[src/egsd_pkg.sv]
// shared constants, types and the signed mapping for the exp-golomb stream decoder
package egsd_pkg;

    // longest prefix of zero bits accepted before the code is thrown away
    localparam int unsigned MAX_PREFIX_ZEROS = 32;

    // width of the prefix and suffix counters, enough to hold MAX_PREFIX_ZEROS
    localparam int unsigned CNT_W = $clog2(MAX_PREFIX_ZEROS + 1);

    // width of a decoded value
    localparam int unsigned VAL_W = 32;

    typedef logic [1:0] status_t;

    // result status codes
    localparam status_t STATUS_OK    = 2'd0;
    localparam status_t STATUS_TRUNC = 2'd1;
    localparam status_t STATUS_OVF   = 2'd2;

    // se(v) mapping: odd k gives (k+1)/2 saturated, even k gives -(k/2)
    function automatic logic [VAL_W-1:0] se_map(input logic [VAL_W-1:0] u);
        logic [VAL_W-1:0] half;
        logic [VAL_W-1:0] res;
        half = {1'b0, u[VAL_W-1:1]};
        if (u[0])
        begin
            if (&u)
            begin
                res = {1'b0, {(VAL_W-1){1'b1}}};
            end
            else
            begin
                res = half + {{(VAL_W-1){1'b0}}, 1'b1};
            end
        end
        else
        begin
            res = {VAL_W{1'b0}} - half;
        end
        return res;
    endfunction

endpackage

[src/exp_golomb_stream_decoder.sv]
// top level of the order-0 exp-golomb stream decoder: bit sequencer and result registers
//
// Decodes back-to-back order-0 Exp-Golomb codes from a byte stream, most significant
// bit first. Prefix count, suffix progress and the suffix accumulator carry over from
// one byte to the next. Each finished code gives ue(v) and se(v); more than 32 leading
// zeros gives an overflow status and decoding restarts at the next bit, and a code still
// open after a byte marked last_byte gives a truncated status. last_of_run marks the final
// result caused by a byte. One shared bit-step unit walks the byte one bit per cycle while no
// finished result is held up by out_stall; a byte takes 8 bit steps, one end-of-stream check
// and a flush step that hands over the final result, if one is pending. in_stall stays high
// from acceptance until the flush step is done, so no new byte is taken before then.
module exp_golomb_stream_decoder
    import egsd_pkg::*;
(
    input  logic                    clk,
    input  logic                    rst_n,
    // input requests
    input  logic                    in_valid,
    output logic                    in_stall,
    input  logic [7:0]              data_byte,
    input  logic                    last_byte,
    // result requests
    output logic                    out_valid,
    input  logic                    out_stall,
    output logic [VAL_W-1:0]        unsigned_value,
    output logic signed [VAL_W-1:0] signed_value,
    output status_t                 status,
    output logic                    last_of_run
);

    // sequencer states
    localparam logic [1:0] S_IDLE  = 2'd0;
    localparam logic [1:0] S_BITS  = 2'd1;
    localparam logic [1:0] S_END   = 2'd2;
    localparam logic [1:0] S_FLUSH = 2'd3;

    logic [1:0]       state_reg, state_next;
    logic [2:0]       bit_cnt_reg, bit_cnt_next;
    logic [7:0]       byte_reg, byte_next;
    logic             last_reg, last_next;

    // code state carried across bytes
    logic [CNT_W-1:0] zero_count_reg, zero_count_next;
    logic             in_suffix_reg, in_suffix_next;
    logic [CNT_W-1:0] suffix_left_reg, suffix_left_next;
    logic [VAL_W-1:0] suffix_acc_reg, suffix_acc_next;

    // one result held back until it is known whether another follows
    logic             pend_valid_reg, pend_valid_next;
    logic [VAL_W-1:0] pend_uval_reg, pend_uval_next;
    status_t          pend_status_reg, pend_status_next;

    // output register
    logic             out_valid_reg, out_valid_next;
    logic [VAL_W-1:0] out_uval_reg, out_uval_next;
    logic [VAL_W-1:0] out_sval_reg, out_sval_next;
    status_t          out_status_reg, out_status_next;
    logic             out_last_reg, out_last_next;

    // bit-step unit outputs
    logic             cur_bit;
    logic             res_fire;
    logic [VAL_W-1:0] res_uval;
    status_t          res_status;
    logic [CNT_W-1:0] step_zc;
    logic             step_in_suffix;
    logic [CNT_W-1:0] step_left;
    logic [VAL_W-1:0] step_acc;
    logic [VAL_W:0]   code_base;
    logic [VAL_W:0]   code_sum;
    logic             out_free;
    logic             can_go;

    assign cur_bit  = byte_reg[7];
    assign out_free = !out_valid_reg || !out_stall;

    // value of a finished code: 2^n - 1 plus suffix with the current bit, saturated to 32 bits
    assign code_base = ~({(VAL_W+1){1'b1}} << zero_count_reg);
    assign code_sum  = code_base + {1'b0, suffix_acc_reg[VAL_W-2:0], cur_bit};

    // bit-step unit: one stream bit, or the end-of-stream check
    always_comb
    begin
        res_fire       = 1'b0;
        res_uval       = '0;
        res_status     = STATUS_OK;
        step_zc        = zero_count_reg;
        step_in_suffix = in_suffix_reg;
        step_left      = suffix_left_reg;
        step_acc       = {suffix_acc_reg[VAL_W-2:0], cur_bit};
        if (state_reg == S_END)
        begin
            step_acc = suffix_acc_reg;
            if (last_reg)
            begin
                res_fire       = in_suffix_reg || (zero_count_reg != '0);
                res_status     = STATUS_TRUNC;
                step_zc        = '0;
                step_in_suffix = 1'b0;
                step_left      = '0;
                step_acc       = '0;
            end
        end
        else if (!in_suffix_reg)
        begin
            step_acc = suffix_acc_reg;
            if (!cur_bit)
            begin
                if (zero_count_reg == CNT_W'(MAX_PREFIX_ZEROS))
                begin
                    res_fire   = 1'b1;
                    res_status = STATUS_OVF;
                    step_zc    = '0;
                    step_left  = '0;
                    step_acc   = '0;
                end
                else
                begin
                    step_zc = zero_count_reg + CNT_W'(1);
                end
            end
            else if (zero_count_reg == '0)
            begin
                res_fire = 1'b1;
            end
            else
            begin
                step_in_suffix = 1'b1;
                step_left      = zero_count_reg;
                step_acc       = '0;
            end
        end
        else
        begin
            step_left = suffix_left_reg - CNT_W'(1);
            if (suffix_left_reg == CNT_W'(1))
            begin
                res_fire       = 1'b1;
                res_uval       = code_sum[VAL_W] ? {VAL_W{1'b1}} : code_sum[VAL_W-1:0];
                step_zc        = '0;
                step_in_suffix = 1'b0;
                step_left      = '0;
                step_acc       = '0;
            end
        end
    end

    // a second result may only be taken while the output register can take the first
    assign can_go = !(res_fire && pend_valid_reg) || out_free;

    // sequencer and result hand-over
    always_comb
    begin
        state_next       = state_reg;
        bit_cnt_next     = bit_cnt_reg;
        byte_next        = byte_reg;
        last_next        = last_reg;
        zero_count_next  = zero_count_reg;
        in_suffix_next   = in_suffix_reg;
        suffix_left_next = suffix_left_reg;
        suffix_acc_next  = suffix_acc_reg;
        pend_valid_next  = pend_valid_reg;
        pend_uval_next   = pend_uval_reg;
        pend_status_next = pend_status_reg;
        out_valid_next   = out_valid_reg && out_stall;
        out_uval_next    = out_uval_reg;
        out_sval_next    = out_sval_reg;
        out_status_next  = out_status_reg;
        out_last_next    = out_last_reg;

        unique case (state_reg)
            S_IDLE:
            begin
                if (in_valid)
                begin
                    byte_next    = data_byte;
                    last_next    = last_byte;
                    bit_cnt_next = '0;
                    state_next   = S_BITS;
                end
            end
            S_BITS, S_END:
            begin
                if (can_go)
                begin
                    zero_count_next  = step_zc;
                    in_suffix_next   = step_in_suffix;
                    suffix_left_next = step_left;
                    suffix_acc_next  = step_acc;
                    if (res_fire)
                    begin
                        // earlier result is not the last of the run
                        if (pend_valid_reg)
                        begin
                            out_valid_next  = 1'b1;
                            out_uval_next   = pend_uval_reg;
                            out_sval_next   = se_map(pend_uval_reg);
                            out_status_next = pend_status_reg;
                            out_last_next   = 1'b0;
                        end
                        pend_valid_next  = 1'b1;
                        pend_uval_next   = res_uval;
                        pend_status_next = res_status;
                    end
                    if (state_reg == S_END)
                    begin
                        state_next = S_FLUSH;
                    end
                    else
                    begin
                        byte_next    = {byte_reg[6:0], 1'b0};
                        bit_cnt_next = bit_cnt_reg + 3'd1;
                        if (bit_cnt_reg == 3'd7)
                        begin
                            state_next = S_END;
                        end
                    end
                end
            end
            S_FLUSH:
            begin
                if (!pend_valid_reg)
                begin
                    state_next = S_IDLE;
                end
                else if (out_free)
                begin
                    out_valid_next  = 1'b1;
                    out_uval_next   = pend_uval_reg;
                    out_sval_next   = se_map(pend_uval_reg);
                    out_status_next = pend_status_reg;
                    out_last_next   = 1'b1;
                    pend_valid_next = 1'b0;
                    state_next      = S_IDLE;
                end
            end
            default:
            begin
                state_next = S_IDLE;
            end
        endcase
    end

    // control registers
    always_ff @(posedge clk or negedge rst_n)
    begin
        if (!rst_n)
        begin
            state_reg       <= S_IDLE;
            bit_cnt_reg     <= '0;
            zero_count_reg  <= '0;
            in_suffix_reg   <= 1'b0;
            suffix_left_reg <= '0;
            suffix_acc_reg  <= '0;
            pend_valid_reg  <= 1'b0;
            out_valid_reg   <= 1'b0;
        end
        else
        begin
            state_reg       <= state_next;
            bit_cnt_reg     <= bit_cnt_next;
            zero_count_reg  <= zero_count_next;
            in_suffix_reg   <= in_suffix_next;
            suffix_left_reg <= suffix_left_next;
            suffix_acc_reg  <= suffix_acc_next;
            pend_valid_reg  <= pend_valid_next;
            out_valid_reg   <= out_valid_next;
        end
    end

    // payload registers
    always_ff @(posedge clk)
    begin
        byte_reg        <= byte_next;
        last_reg        <= last_next;
        pend_uval_reg   <= pend_uval_next;
        pend_status_reg <= pend_status_next;
        out_uval_reg    <= out_uval_next;
        out_sval_reg    <= out_sval_next;
        out_status_reg  <= out_status_next;
        out_last_reg    <= out_last_next;
    end

    // ports
    assign in_stall       = (state_reg != S_IDLE);
    assign out_valid      = out_valid_reg;
    assign unsigned_value = out_uval_reg;
    assign signed_value   = $signed(out_sval_reg);
    assign status         = out_status_reg;
    assign last_of_run    = out_last_reg;

endmodule
[config.mk]
export PLATFORM = sky130hd
export DESIGN_NAME = exp_golomb_stream_decoder
export DESIGN_NICKNAME = d
export VERILOG_FILES = /design/src/egsd_pkg.sv /design/src/exp_golomb_stream_decoder.sv
export SDC_FILE = /design/constraint.sdc
export NUM_CORES = 1
export LEC_CHECK = 0
export BUFFER_PORTS_ARGS = -buffer_cell sky130_fd_sc_hd__buf_2
export CAP_MARGIN = 20
export CORE_MARGIN = 1
export CORE_UTILIZATION = 25
export CTS_CLUSTER_SIZE = 12
export DETAILED_ROUTE_END_ITERATION = 10
export PLACE_DENSITY = 0.5
export SLEW_MARGIN = 20
export SYNTH_ARGS = -nofsm -noshare
export SYNTH_HDL_FRONTEND = slang
export SYNTH_SLANG_ARGS = --single-unit
[constraint.sdc]
create_clock -name clk -period 8.1 [get_ports clk]
set_input_delay 0.81 -clock clk [delete_from_list [all_inputs] [get_ports clk]]
set_output_delay 0.81 -clock clk [all_outputs]
set_load 0.1 [all_outputs]
; After elaboration in Yosys (flattened, before gate mapping)
; Index checks and enable logic that the tools add are counted.
[totals]
ff_bits = 161
in_bits = 13
wordCells = 162
[op_classes]
add_sub_neg = 6
eq_ne = 19
n_shift = 1
muxes = 90
bitwise_logic = 3
reduce_logical = 27
[ops]
columns = operator, count
row1 = 32-bit two-way mux, 13
row2 = 31-bit two-way mux, 7
row3 = 32-bit case mux with 2 select lines, 2
row4 = 6-bit two-way mux, 12
row5 = 33-bit by 32-bit adder with 33-bit output, 1
row6 = 33-bit NOT, 1
row7 = "33-bit by 6-bit << shifter with 33-bit output, first input constant", 1
row8 = "31-bit by 1-bit adder with 32-bit output, second input constant", 1
row9 = 32-bit AND reduction, 1
row10 = "1-bit by 31-bit subtractor with 32-bit output, first input constant", 1
row11 = 2-bit two-way mux, 15
row12 = 1-bit two-way mux, 28
row13 = 8-bit two-way mux, 3
row14 = "2-bit inequality test, second input constant", 8
row15 = 8-bit case mux with 2 select lines, 1
row16 = 5-bit AND reduction, 2
row17 = 3-bit two-way mux, 3
row18 = 3-bit AND reduction, 3
row19 = 4-bit AND reduction, 2
row20 = "6-bit by 1-bit adder with 6-bit output, second input constant", 1
row21 = "6-bit by 1-bit equality test with 1-bit output, second input constant", 1
row22 = "6-bit equality test, second input constant", 1
row23 = 6-bit zero test, 1
row24 = "3-bit by 1-bit inequality test with 1-bit output, second input constant", 2
row25 = other kinds (23), 35

; Depth between registers and ports, before layout
[logic_depth]
ltp_word = 10
depth_mapped = 17
depth_no_buf = 16

; Worst setup path after synthesis
; OpenSTA, ideal clock, no wires.
[synth_path]
path_type = reg2reg
startpoint = register zero_count_reg[1]
endpoint = register out_last_reg, in the netlist last_of_run (enable)
setup_ns = 0.514
arrival_time_ns = 5.236
slack_ns = 2.350
path_stages_with_launch = 9
path_buffers = 0
path_cell_list = dfrtp_1 > inv_1 > ha_1 > or3b_2 > nor2_1 > a221oi_1 > a21o_1 > or2_2 > a21oi_1
[synth_via]
elab_chain_cells = 10
word_cells_on_any_way = 16
cone_classes = eq/ne: 3 / mux: 6 / reduce/logical: 7
[synth_lines]
columns = item, line_no
row1 = from (decl), exp_golomb_stream_decoder.sv:43  ; logic [CNT_W-1:0] zero_count_reg, zero_count_next;
row2 = from (signal assigned), exp_golomb_stream_decoder.sv:262  ; zero_count_reg <= zero_count_next;
row3 = 6-bit equality test / 6-bit zero test (equally long branches), "exp_golomb_stream_decoder.sv:109, exp_golomb_stream_decoder.sv:122"
row4 = 1-bit two-way mux (on tied branches), "exp_golomb_stream_decoder.sv:109, exp_golomb_stream_decoder.sv:122"
row5 = 1-bit two-way mux, exp_golomb_stream_decoder.sv:107  ; if (!cur_bit)
row6 = 1-bit two-way mux, exp_golomb_stream_decoder.sv:104  ; else if (!in_suffix_reg)
row7 = 1-bit two-way mux (*), exp_golomb_stream_decoder.sv:91  ; if (state_reg == S_END)
row8 = 1-bit logical AND, exp_golomb_stream_decoder.sv:149  ; assign can_go = !(res_fire && pend_valid_reg) || out_free;
row9 = 1-bit zero test, exp_golomb_stream_decoder.sv:149
row10 = 1-bit logical OR, exp_golomb_stream_decoder.sv:149
row11 = 2-bit inequality test (no line), n/a
row12 = 6-bit AND reduction (no line) (*), n/a
row13 = to (signal assigned), exp_golomb_stream_decoder.sv:281  ; out_last_reg <= out_last_next;
row14 = to (decl), exp_golomb_stream_decoder.sv:58  ; logic out_last_reg, out_last_next;
; Every way passes the cells marked *; elsewhere a longest branch is shown, timed or not.
; A chain may end at the register's enable or synchronous reset.

; Worst setup path after layout
[layout_path]
startpoint = register zero_count_reg[1]
endpoint = register pend_uval_reg[31] (data pin)
[layout_via]
elab_chain_cells = 4
[layout_lines]
columns = item, line_no
row1 = 33-bit by 6-bit << shifter with 33-bit output, exp_golomb_stream_decoder.sv:78  ; assign code_base = ~({(VAL_W+1){1'b1}} << zero_count_reg);
row2 = 33-bit NOT, exp_golomb_stream_decoder.sv:78
row3 = 33-bit by 32-bit adder with 33-bit output, exp_golomb_stream_decoder.sv:79  ; assign code_sum = code_base + {1'b0, suffix_acc_reg[VAL_W-2:0], cur_bit};
row4 = 32-bit two-way mux, exp_golomb_stream_decoder.sv:139  ; res_uval = code_sum[VAL_W] ? {VAL_W{1'b1}} : code_sum[VAL_W-1:0];
row5 = to (signal assigned), exp_golomb_stream_decoder.sv:276  ; pend_uval_reg <= pend_uval_next;
row6 = to (decl), exp_golomb_stream_decoder.sv:50  ; logic [VAL_W-1:0] pend_uval_reg, pend_uval_next;
; No other way between the ends.

==> reports/metrics.yaml <==
outcome:
  status: "complete, no violations"
routing:
  routed_wl_um: 23320
  wl_per_cell_um: 14.58
  drc: 0
  num_vias: 7553
  drt-initial-drc-count: 377
  ant_nets: 0
  via_per_inst: 4.724
  drt_first_pass_iters: 5
logic_synthesis:
  ys_seq_elements: 161
  synthDistinctLibCells: 65
  syn_avg_cell_area_um2: 9.325
  syn-cell-area_mm2: 0.009530
  synthCells: 1022
  ys_warn_count: 0
  synth-edff-count: 110
  async_reset_ff_share_pct: 31.68
  ys_seq_area_share_pct: 48.05
  synth-main-ff-cell: "edfxtp_1"
  synth_nets: 1082
critical_path:
  reg2reg_depth: 17
  crit_path_end_kind: "flop"
  worstSetupPathType: "reg2reg"
  endpoint: "pend_uval_reg[31]"
  slowest_stage: "a31oi_1"
  cp.arrival_ps: 4560
  crit_required_ps: 8260
  crit_path_start: "zero_count_reg[1]"
  ff2ff_setup_slack_ps: 3700
  critPathLaunchType: "flop"
  path_cells: "inv_1 -> ha_1 -> or3b_2 -> or3_1 -> ha_1 -> inv_1 -> fa_1 -> nor2b_1 -> o2111ai_1 -> nand3b_1 -> a31oi_1 -> o211ai_1 -> nand2b_1 -> o21ai_0 -> xnor2_2 -> buf_4 -> a41oi_1"
  cp_max_fo: 32
  r2r-end: "pend_uval_reg[31]"
  reg2reg_from: "zero_count_reg[1]"
  cp_slowest_stage_delay_ps: 530
global_routing:
  busiest_layer: "met2"
  antenna_found_initial: 0
  overflow: 0
  grt_pass1_vias: 7300
  grt_use_met3_pct: 2.305
  gr-usage-all-layers_pct: 12.46
  grt_pass1_wl_um: 38800
  grt_start_max_net_pins: 75
  grt_util_met2_pct: 20.15
  use_met1_pct: 16.86
sta:
  skew_ps: 17.66
  setup_viol: 0
  finalSetupTns_ps: 0
  relSlewSlack_pct: 33.39
  worst_pin_slew_ps: 995.4
  fmax_ghz: 0.2274
  post-route-min-period_ps: 4397
  finalCritPeriodShare_pct: 54.28
  rsz0062_at_grt: "no"
  finalHoldViolations: 0
  drv_slew: 0
cells_and_area:
  layout_commonest_cell: "nand2_1"
  regArea_mm2: 0.004579
  multi_input_area_mm2: 0.004602
  final_cell_mix: "145 x nand2_1, 110 x edfxtp_1, 106 x a21oi_1, 103 x o21ai_0, 81 x buf_2"
  diodes: 0
  drive_gt1_share_pct: 13.51
  fillCellCount: 3955
  fin_nets: 1135
  area_growth_syn_to_layout_pct: 15.86
placement:
  gp_congestion: 0.8055
  hpwl_um: 16990
  port_buffers: 81
clocking:
  cts_tree: "yes"
  htree_levels: 4
  clockBufferDepth: 2
  cts_buffers: 17
  clk_latency_ps: 440
  postCtsHoldBufs: 0
  clkSinkCount: 161
  cts_resized: 0
  cts-root-buf: "clkbuf_16"
  post_cts_buffers: 0
  clk_pin_slew_ps: 70
floorplanning:
  start_util_pct: 25.36
  rows: 71
  die_y_um: 197.2
  boundaryPins: 82
  core_area_mm2: 0.03758
  die-area_mm2: 0.03891
  dieWidth_um: 197.2
flow_run:
  maxCapViolations: 0
pwr:
  leakage_nw: 4.191
  total_power_mw: 4.673
  ir_drop_mv: 0.2545
  power_density_mw_per_mm2: 423.2
hold_path:
  hp-class: "reg2reg"
==> metrics by stage <==
step / utilization, % / instances / setup slack (ps) / hold slack (ps) / area [µm²]
floorplan: - / 1022 / 2350 / 400.3 / 9530
global placement: 27.77 / 1567 / 3739 / 413.2 / 10440
detailed placement: 27.77 / 1567 / 3701 / 407.0 / 10440
CTS: 29.38 / 1599 / 3685 / 417.3 / 11040
global route: 29.38 / 1599 / 3283 / 420.9 / 11040
finish: 29.38 / 1599 / 3703 / 415.2 / 11040
==> synthesized netlist by cell type (13+ instances only) <==
| cell type | n | area [µm²] |
|---|---|---|
| o21ai_0 | 104 | 520.5 |
| nor3_1 | 24 | 120.1 |
| nand3_1 | 31 | 155.2 |
| ha_1 | 46 | 575.6 |
| edfxtp_1 | 110 | 3303 |
| dfrtp_1 | 51 | 1276 |
| xnor2_1 | 18 | 157.7 |
| a21o_1 | 20 | 150.1 |
| nand4_1 | 13 | 81.33 |
| clkbuf_1 | 44 | 165.2 |
| a31oi_1 | 13 | 81.33 |
| xor2_1 | 17 | 148.9 |
| nand2_1 | 145 | 544.3 |
| inv_1 | 40 | 150.1 |
| a21oi_1 | 107 | 535.5 |
| o21bai_1 | 13 | 97.59 |
| nor2_1 | 74 | 277.8 |
==> cell families after synthesis <==
family	Yosys count	synth area share, %
XOR/XNOR	35	3.216
adder cells (fa/ha/maj)	47	6.249
buffers and inverters	95	4.057
AND/OR/NAND/NOR	361	17.92
flip-flops	161	48.05
multiplexers	10	1.182
AO/OA/AOI/OAI	313	19.33
==> power by group <==
part	switching, mW	leakage (nW)	internal, mW
clock	0.347	0.294	0.490
sequential	0.196	1.70	1.24
combinational	1.82	2.19	0.583
==> cell type report <==
class                   instances  share of cell area (%)
flip-flops and latches        161                   41.47
inverters                      40                   1.360
clock inverters                14                   1.598
well taps                     511                   5.790
multi-input cells             766                   41.68
repair buffers                 89                   4.215
clock buffers                  18                   3.887
==> critical path: cells and delay by family (launching register included) <==
family / cells / cell delay, ps
fa+ha+maj: 3 / 590
flops: 1 / 470
xor+xnor: 1 / 140
buf+inv: 3 / 520
compound gates: 5 / 1210
simple gates: 5 / 1200
==> metal layers <==
metal	vias to the layer above	share of wire [%]
met3	18	3.8
met5	-	0
met2	170	46
met4	0	1.2
met1	3535	49
li1	3830	-
==> how the worst min path moves through the flow <==
stage	from	to	depth (start not counted)
2_1_floorplan	pend_status_reg[0]	status[0]	0
3_5_place_dp	pend_status_reg[0]	status[0]	0
6_report	pend_status_reg[0]	status[0]	0
3_3_place_gp	pend_status_reg[1]	status[1]	0
5_1_grt	pend_status_reg[0]	status[0]	0
4_1_cts	pend_status_reg[0]	status[0]	0
No activity file was read; power rests on OpenSTA's default activity.
